$ cat config.mk
export PLATFORM = sky130hd
export DESIGN_NAME = keyed_fifo_with_cancel_unit
export DESIGN_NICKNAME = d
export VERILOG_FILES = /design/src/hdl/kfc_pkg.sv /design/src/hdl/kfc_ram.sv /design/src/hdl/kfc_slot.sv /design/src/hdl/keyed_fifo_with_cancel_unit.sv
export SDC_FILE = /design/constraint.sdc
export NUM_CORES = 2
export LEC_CHECK = 0
export BUFFER_PORTS_ARGS = -buffer_cell sky130_fd_sc_hd__buf_4
export CAP_MARGIN = 20
export CORE_MARGIN = 4
export CORE_UTILIZATION = 24
export CTS_CLUSTER_SIZE = 24
export DETAILED_ROUTE_END_ITERATION = 6
export PLACE_DENSITY = 0.49
export SYNTH_ARGS = -nofsm -noshare
export SYNTH_HDL_FRONTEND = slang
export SYNTH_SLANG_ARGS = --single-unit
$ cat constraint.sdc
create_clock -name clk -period 8.99 [get_ports clk]
set_clock_uncertainty 0.1 [all_clocks]
set_input_delay 2.697 -clock clk [delete_from_list [all_inputs] [get_ports clk]]
set_output_delay 2.697 -clock clk [all_outputs]
set_load 0.1 [all_outputs]
$ cat src/hdl/kfc_pkg.sv
package kfc_pkg;

    localparam int KEY_W = 31;
    localparam int PROD_W = 31;
    localparam int QTY_W = 16;
    localparam int AMT_W = 32;

    typedef struct packed {
        logic [KEY_W-1:0]  order_id;
        logic [PROD_W-1:0] product_id;
        logic [QTY_W-1:0]  quantity;
        logic [AMT_W-1:0]  amount_cents;
    } kfc_rec_t;

    localparam int REC_W = $bits(kfc_rec_t);

    typedef enum logic [1:0] {
        OP_ENQ    = 2'd0,
        OP_DEQ    = 2'd1,
        OP_FIND   = 2'd2,
        OP_CANCEL = 2'd3
    } kfc_op_t;

    typedef enum logic [1:0] {
        STS_OK        = 2'd0,
        STS_EMPTY     = 2'd1,
        STS_FULL      = 2'd2,
        STS_NOT_FOUND = 2'd3
    } kfc_status_t;

    typedef enum logic [3:0] {
        ST_IDLE  = 4'b0001,
        ST_DEQ   = 4'b0010,
        ST_SCAN  = 4'b0100,
        ST_SHIFT = 4'b1000
    } kfc_state_t;

endpackage

$ cat src/hdl/kfc_ram.sv
module kfc_ram #(
    parameter int WIDTH = 8,
    parameter int DEPTH = 16
) (
    input  logic                     clk,
    input  logic                     wr_en,
    input  logic [$clog2(DEPTH)-1:0] wr_addr,
    input  logic [WIDTH-1:0]         wr_data,
    input  logic                     rd_en,
    input  logic [$clog2(DEPTH)-1:0] rd_addr,
    output logic [WIDTH-1:0]         rd_data
);

    logic [WIDTH-1:0] mem [DEPTH];

    always_ff @(posedge clk)
    begin
        if (wr_en)
        begin
            mem[wr_addr] <= wr_data;
        end
        if (rd_en)
        begin
            rd_data <= mem[rd_addr];
        end
    end

endmodule

$ cat src/hdl/kfc_slot.sv
module kfc_slot #(
    parameter int DEPTH = 16
) (
    input  logic [$clog2(DEPTH)-1:0]   base,
    input  logic [$clog2(DEPTH+1)-1:0] offset,
    output logic [$clog2(DEPTH)-1:0]   slot
);

    localparam int PTR_W = $clog2(DEPTH);
    localparam int CNT_W = $clog2(DEPTH + 1);
    localparam int SUM_W = CNT_W + 1;
    localparam logic [SUM_W-1:0] DEPTH_S = SUM_W'(DEPTH);

    logic [SUM_W-1:0] sum;
    logic [SUM_W-1:0] wrapped;

    // The sum stays below twice the depth, so one subtract brings it into range.
    always_comb
    begin
        sum = SUM_W'(base) + SUM_W'(offset);
        if (sum >= DEPTH_S)
        begin
            wrapped = sum - DEPTH_S;
        end
        else
        begin
            wrapped = sum;
        end
        slot = wrapped[PTR_W-1:0];
    end

endmodule

$ cat src/hdl/keyed_fifo_with_cancel_unit.sv
// Channel  | Signals                                              | Transfer
// ---------+------------------------------------------------------+---------------------------
// command  | start, busy, op, order_id, product_id, quantity,     | start high while busy low
//          | amount_cents                                         |
// result   | done, status, out_order_id, out_product_id,          | done high for one cycle
//          | out_quantity, out_amount_cents, occupancy            |
//
// Enqueue, and any operation that fails on an empty or full queue, gives its result in the
// cycle after the transfer and never raises busy. Dequeue returns the head record from ST_DEQ.
// Find scans the records from the front until the key matches or they run out; cancel scans
// likewise, then moves each record behind the match one place forward, one entry per cycle
// through the single read port of the record memory for both the key scan and the compaction.
// Reset clears the pointers and count at once; no clearing pass. Results cannot be stalled.
module keyed_fifo_with_cancel_unit
    import kfc_pkg::*;
#(
    parameter int QUEUE_DEPTH = 16
) (
    input  logic                           clk,
    input  logic                           rst_n,
    input  logic                           start,
    output logic                           busy,
    input  logic [1:0]                     op,
    input  logic [KEY_W-1:0]               order_id,
    input  logic [PROD_W-1:0]              product_id,
    input  logic [QTY_W-1:0]               quantity,
    input  logic [AMT_W-1:0]               amount_cents,
    output logic                           done,
    output logic [1:0]                     status,
    output logic [KEY_W-1:0]               out_order_id,
    output logic [PROD_W-1:0]              out_product_id,
    output logic [QTY_W-1:0]               out_quantity,
    output logic [AMT_W-1:0]               out_amount_cents,
    output logic [$clog2(QUEUE_DEPTH+1)-1:0] occupancy
);

    localparam int PTR_W = $clog2(QUEUE_DEPTH);
    localparam int CNT_W = $clog2(QUEUE_DEPTH + 1);
    localparam logic [CNT_W-1:0] DEPTH_CNT = CNT_W'(QUEUE_DEPTH);
    localparam logic [PTR_W-1:0] LAST_PTR = PTR_W'(QUEUE_DEPTH - 1);

    kfc_state_t  state_reg, state_next;
    logic [PTR_W-1:0] head_reg, head_next;
    logic [CNT_W-1:0] count_reg, count_next;
    logic [CNT_W-1:0] idx_reg, idx_next;
    logic [CNT_W-1:0] pidx_reg, pidx_next;
    logic             pend_reg, pend_next;
    logic             done_reg, done_next;
    kfc_op_t          op_reg, op_next;
    logic [KEY_W-1:0] key_reg, key_next;
    kfc_status_t      status_reg, status_next;
    kfc_rec_t         rec_out_reg, rec_out_next;

    logic             wr_en;
    logic [PTR_W-1:0] wr_addr;
    kfc_rec_t         wr_rec;
    logic             rd_en;
    logic [PTR_W-1:0] rd_addr;
    logic [REC_W-1:0] rd_data;
    kfc_rec_t         rd_rec;
    logic [PTR_W-1:0] tail_slot;
    logic [PTR_W-1:0] scan_slot;
    logic [PTR_W-1:0] move_slot;
    kfc_rec_t         in_rec;
    logic             hit;

    kfc_slot #(.DEPTH(QUEUE_DEPTH)) u_tail_slot (
        .base   (head_reg),
        .offset (count_reg),
        .slot   (tail_slot)
    );

    kfc_slot #(.DEPTH(QUEUE_DEPTH)) u_scan_slot (
        .base   (head_reg),
        .offset (idx_reg),
        .slot   (scan_slot)
    );

    kfc_slot #(.DEPTH(QUEUE_DEPTH)) u_move_slot (
        .base   (head_reg),
        .offset (pidx_reg),
        .slot   (move_slot)
    );

    kfc_ram #(.WIDTH(REC_W), .DEPTH(QUEUE_DEPTH)) u_rec_ram (
        .clk     (clk),
        .wr_en   (wr_en),
        .wr_addr (wr_addr),
        .wr_data (wr_rec),
        .rd_en   (rd_en),
        .rd_addr (rd_addr),
        .rd_data (rd_data)
    );

    assign rd_rec = kfc_rec_t'(rd_data);
    assign in_rec = '{order_id: order_id, product_id: product_id,
                      quantity: quantity, amount_cents: amount_cents};
    assign hit = pend_reg && (rd_rec.order_id == key_reg);

    always_comb
    begin
        state_next   = state_reg;
        head_next    = head_reg;
        count_next   = count_reg;
        idx_next     = idx_reg;
        pidx_next    = pidx_reg;
        pend_next    = pend_reg;
        op_next      = op_reg;
        key_next     = key_reg;
        done_next    = 1'b0;
        status_next  = status_reg;
        rec_out_next = rec_out_reg;
        wr_en        = 1'b0;
        wr_addr      = tail_slot;
        wr_rec       = in_rec;
        rd_en        = 1'b0;
        rd_addr      = scan_slot;

        case (state_reg)
            ST_IDLE:
            begin
                if (start)
                begin
                    op_next  = kfc_op_t'(op);
                    key_next = order_id;
                    case (kfc_op_t'(op))
                        OP_ENQ:
                        begin
                            done_next    = 1'b1;
                            rec_out_next = '0;
                            if (count_reg == DEPTH_CNT)
                            begin
                                status_next = STS_FULL;
                            end
                            else
                            begin
                                status_next = STS_OK;
                                wr_en       = 1'b1;
                                count_next  = count_reg + CNT_W'(1);
                            end
                        end
                        OP_DEQ:
                        begin
                            if (count_reg == '0)
                            begin
                                done_next    = 1'b1;
                                status_next  = STS_EMPTY;
                                rec_out_next = '0;
                            end
                            else
                            begin
                                rd_en      = 1'b1;
                                rd_addr    = head_reg;
                                state_next = ST_DEQ;
                            end
                        end
                        default:
                        begin
                            if (count_reg == '0)
                            begin
                                done_next    = 1'b1;
                                status_next  = STS_NOT_FOUND;
                                rec_out_next = '0;
                            end
                            else
                            begin
                                idx_next   = '0;
                                pend_next  = 1'b0;
                                state_next = ST_SCAN;
                            end
                        end
                    endcase
                end
            end

            ST_DEQ:
            begin
                done_next    = 1'b1;
                status_next  = STS_OK;
                rec_out_next = rd_rec;
                head_next    = (head_reg == LAST_PTR) ? '0 : head_reg + PTR_W'(1);
                count_next   = count_reg - CNT_W'(1);
                state_next   = ST_IDLE;
            end

            ST_SCAN:
            begin
                // One key read is issued per cycle; its compare follows in the next cycle.
                if (hit)
                begin
                    pend_next = 1'b0;
                    if (op_reg == OP_FIND)
                    begin
                        done_next    = 1'b1;
                        status_next  = STS_OK;
                        rec_out_next = rd_rec;
                        state_next   = ST_IDLE;
                    end
                    else
                    begin
                        idx_next   = pidx_reg + CNT_W'(1);
                        state_next = ST_SHIFT;
                    end
                end
                else if (pend_reg && (pidx_reg == count_reg - CNT_W'(1)))
                begin
                    pend_next    = 1'b0;
                    done_next    = 1'b1;
                    status_next  = STS_NOT_FOUND;
                    rec_out_next = '0;
                    state_next   = ST_IDLE;
                end
                else if (idx_reg < count_reg)
                begin
                    rd_en     = 1'b1;
                    pend_next = 1'b1;
                    pidx_next = idx_reg;
                    idx_next  = idx_reg + CNT_W'(1);
                end
                else
                begin
                    pend_next = 1'b0;
                end
            end

            ST_SHIFT:
            begin
                // Each record behind the removed one is read and written one place forward.
                if (pend_reg)
                begin
                    wr_en   = 1'b1;
                    wr_addr = move_slot;
                    wr_rec  = rd_rec;
                end
                if (idx_reg < count_reg)
                begin
                    rd_en     = 1'b1;
                    pend_next = 1'b1;
                    pidx_next = idx_reg - CNT_W'(1);
                    idx_next  = idx_reg + CNT_W'(1);
                end
                else
                begin
                    pend_next    = 1'b0;
                    done_next    = 1'b1;
                    status_next  = STS_OK;
                    rec_out_next = '0;
                    count_next   = count_reg - CNT_W'(1);
                    state_next   = ST_IDLE;
                end
            end

            default:
            begin
                state_next = ST_IDLE;
                pend_next  = 1'b0;
            end
        endcase
    end

    always_ff @(posedge clk or negedge rst_n)
    begin
        if (!rst_n)
        begin
            state_reg <= ST_IDLE;
            head_reg  <= '0;
            count_reg <= '0;
            pend_reg  <= 1'b0;
            done_reg  <= 1'b0;
        end
        else
        begin
            state_reg <= state_next;
            head_reg  <= head_next;
            count_reg <= count_next;
            pend_reg  <= pend_next;
            done_reg  <= done_next;
        end
    end

    always_ff @(posedge clk)
    begin
        idx_reg     <= idx_next;
        pidx_reg    <= pidx_next;
        op_reg      <= op_next;
        key_reg     <= key_next;
        status_reg  <= status_next;
        rec_out_reg <= rec_out_next;
    end

    assign busy             = (state_reg != ST_IDLE);
    assign done             = done_reg;
    assign status           = status_reg;
    assign out_order_id     = rec_out_reg.order_id;
    assign out_product_id   = rec_out_reg.product_id;
    assign out_quantity     = rec_out_reg.quantity;
    assign out_amount_cents = rec_out_reg.amount_cents;
    assign occupancy        = count_reg;

    a_count_bound: assert property (@(posedge clk) disable iff (!rst_n)
        count_reg <= DEPTH_CNT)
        else $error("entry count beyond queue depth");

    a_head_bound: assert property (@(posedge clk) disable iff (!rst_n)
        head_reg <= LAST_PTR)
        else $error("head pointer out of range");

    a_enq_grows: assert property (@(posedge clk) disable iff (!rst_n)
        (start && !busy && (op == OP_ENQ) && (count_reg != DEPTH_CNT))
        |=> (done_reg && (count_reg == $past(count_reg) + CNT_W'(1))))
        else $error("enqueue did not store a record");

    a_full_status: assert property (@(posedge clk) disable iff (!rst_n)
        (done_reg && (status_reg == STS_FULL)) |-> (count_reg == DEPTH_CNT))
        else $error("full reported on a queue with room");

    a_pend_in_range: assert property (@(posedge clk) disable iff (!rst_n)
        (pend_reg && (state_reg == ST_SCAN)) |-> (pidx_reg < count_reg))
        else $error("scan compare beyond stored records");

endmodule
==> flow_metrics.env <==
export IMPL_antenna_found_initial=26
export IMPL_routedWlPerCell_um=25.7
export IMPL_clk_pin_slew_ns=0.06
export IMPL_drc=2
export IMPL_status="finished, violations left"
export IMPL_numPortBuffers=233
export IMPL_grt_pass1_vias=67374
export IMPL_start_util_pct=24.1
export IMPL_internal_power_mw=15.5
export IMPL_ys_warn_count=0
export IMPL_clk_path_buf_depth=4
export IMPL_synthArstFlopShare_pct=0.735
export IMPL_synth_edf_count=2025
export IMPL_hold_buffers=0
export IMPL_period_share_pct=74.5
export IMPL_critical_path_class="reg -> reg"
export IMPL_area_growth_pct=14.9
export IMPL_die_h_um=636
export IMPL_grt_busiest_layer="met2"
export IMPL_die_area_um2=405000
export IMPL_viasPerCell=5.24
export IMPL_max_freq_mhz=149
export IMPL_rsz0062_at_grt="false"
export IMPL_cts_tree="done"
export IMPL_numCtsBuffers=223
export IMPL_grt_use_met2_pct=25.0
export IMPL_hp_class="reg -> reg"
export IMPL_p_leak_nw=32.6
export IMPL_grt_pass1_wl_um=473000
export IMPL_seqPwrFrac_pct=53.4
export IMPL_coreArea_um2=393000
export IMPL_ios=234
export IMPL_h_tree_depth=4
export IMPL_rows=230
export IMPL_clkPwrFrac_pct=45.5
export IMPL_postCtsSetupRepairBufs=0
export IMPL_yosys_top_cells_area="edfxtp_1 64%, a2111oi_0 3.9%, a21oi_1 3.0%"
export IMPL_p_comb_share_pct=1.1
export IMPL_post_route_util_pct=27.7
export IMPL_grt_ovfl_total=0
export IMPL_cts_sinks=2040
export IMPL_slew_headroom_pct=27.0
export IMPL_drt_first_pass_iters=7
export IMPL_worst_path_max_fanout=122
export IMPL_synth_largest_area_cell="edfxtp_1"
export IMPL_drv_slew=0
export IMPL_die_w_um=636
export IMPL_peakVddDrop_uv=153
export IMPL_layout_drive_gt1_share_pct=10.8
export IMPL_synthFlopType="edfxtp_1"
export IMPL_startpoint_type="flop"
export IMPL_power_density_nw_per_um2=179
export IMPL_hold_viol_final=0
export IMPL_cp_data_arrival_time_ns=7.31
export IMPL_synth_fp_nets=7731
export IMPL_switching_power_mw=4.04
export IMPL_syn_area_per_cell_um2=12.5
export IMPL_drtIter0Drc=6427
export IMPL_maxCapViolCount=0
export IMPL_root_buffer="clkbuf_16"
export IMPL_violations="DRC"
export IMPL_drtAntennaViolNets=0
export IMPL_fin_nets=7634
export IMPL_design_power_total_mw=19.5
export IMPL_syn_instance_count=7594
export IMPL_grt_util_met1_pct=21.2
export IMPL_synth_seq_cells=2040
export IMPL_routed_wl_um=331000
export IMPL_finalSetupTns_ns=0
export IMPL_grtUsageTotal_pct=15.6
export IMPL_yosys_area_top_type_share_pct=64.2
export IMPL_largest_register="u_rec_ram.mem"
export IMPL_ys_seq_area_share_pct=64.6
export IMPL_post_cts_resized=0
export IMPL_globalRouteMet3Util_pct=2.40
export IMPL_tightest_slew_ns=1.09
export IMPL_grt_max_degree=193
export IMPL_period_needed_ns=6.70
export IMPL_insertion_delay_ns=0.94
export IMPL_gp_congestion=0.757
export IMPL_cp_required_ns=9.60
export IMPL_ys_types=62
export IMPL_switching_share_pct=20.7
export IMPL_vias=67543
export IMPL_largest_reg_flops=1760
export IMPL_dp_final_hpwl_um=165000
export IMPL_setup_violations=0
export IMPL_syn_area_um2=94700
export IMPL_crit_path_end_kind="flop"
cell usage after synthesis (all sizes together) (14+ instances only):
cell type  instances
edfxtp          2025
nand2            582
a21oi            568
nor3             554
clkbuf           520
nor2b            439
a2111oi          438
and2             330
nand2b           224
a21boi           223
a31oi            222
nor4             199
buf              168
nor2             166
o22ai            159
o221ai           133
mux2i            117
mux2             111
a221oi           109
or3               69
xnor2             50
or4               43
inv               20
o21ai             20
ha                19
dfrtp             14
area by class of cell:
| class | instances | area [um^2] |
|---|---|---|
| Fill cell | 39832 | 284000 |
| Sequential cell | 2040 | 61200 |
| Multi-Input combinational cell | 4846 | 30800 |
| Tap cell | 5220 | 6530 |
| Clock buffer | 285 | 5900 |
| Timing Repair Buffer | 366 | 3320 |
| Clock inverter | 118 | 968 |
| Inverter | 20 | 97.6 |
| Antenna cell | 6 | 15.0 |
cells in the final DEF (no fill, tap or decap), types with 199 or more instances in the layout:
master     Yosys  final
and2_1       330    330
nor3_1       554    554
clkbuf_16      0    226
a31oi_1      221    220
nor4_1       199    199
nor2b_1      439    439
nand2_1      582    581
edfxtp_1    2025   2025
buf_4         16    320
a21boi_0     222    222
a21oi_1      568    568
a2111oi_0    426    426
nand2b_1     224    223
critical path: stages, from the launching register on:
cell and delay [ns]:
dfrtp_4 1.01, inv_8 0.38, fa_4 1.37, inv_8 0.46, a31oi_4 0.88, buf_4 0.57
buf_4 0.91, o22ai_1 0.17, nor4_1 0.33, or4_1 0.17
per-layer routing:
metal,up-vias,wire length (um)
li1,29462,-
met1,34718,147000
met2,2709,151000
met3,646,21200
met4,8,12100
met5,-,54
through the flow:
step	hold WS, ns	setup slack, ns	instances	area (um^2)
finish	0.403	2.29	12901	109000
global route	0.428	2.06	12896	109000
CTS	0.409	2.25	12895	109000
detailed placement	0.479	2.05	12492	102000
global placement	0.476	2.10	12491	102000
floorplan	0.414	0.326	7594	94700
power groups by stage:
stage,clock [mW],sequential (mW),combinational (mW)
after global placement,0,10.6,0.203
after detailed placement,0,10.6,0.209
after CTS,9.11,10.4,0.209
final,8.89,10.4,0.206
after floorplan,0,10.6,0.0809
after global routing,9.51,10.4,0.225
final timing paths:
path	start	end	slack, ns	cells past startpoint
worst max-delay path	head_reg[1]	u_rec_ram.rd_data[88]	2.29	9
worst max register to register	head_reg[1]	u_rec_ram.rd_data[88]	2.29	9
min in group asynchronous	rst_n	pend_reg	1.60	1
max in group asynchronous	rst_n	state_reg[0]	6.93	1
worst min register to register	u_rec_ram.rd_data[63]	out_product_id[15]	0.40	1
worst min-delay path	u_rec_ram.rd_data[63]	out_product_id[15]	0.40	1
cells by family (layout without fill, tap and decap cells):
family / Yosys count / after routing / share of synthesized area [%]
compound gates: 1895 / 1895 / 14.0
mux: 228 / 228 / 2.56
simple gates: 2641 / 2641 / 14.8
other cells: 0 / 6 / 0
xor+xnor: 60 / 60 / 0.555
buf+inv: 708 / 789 / 3.20
fa+ha+maj: 22 / 22 / 0.314
flops: 2040 / 2040 / 64.6
Power figures use the tool's default switching activity.
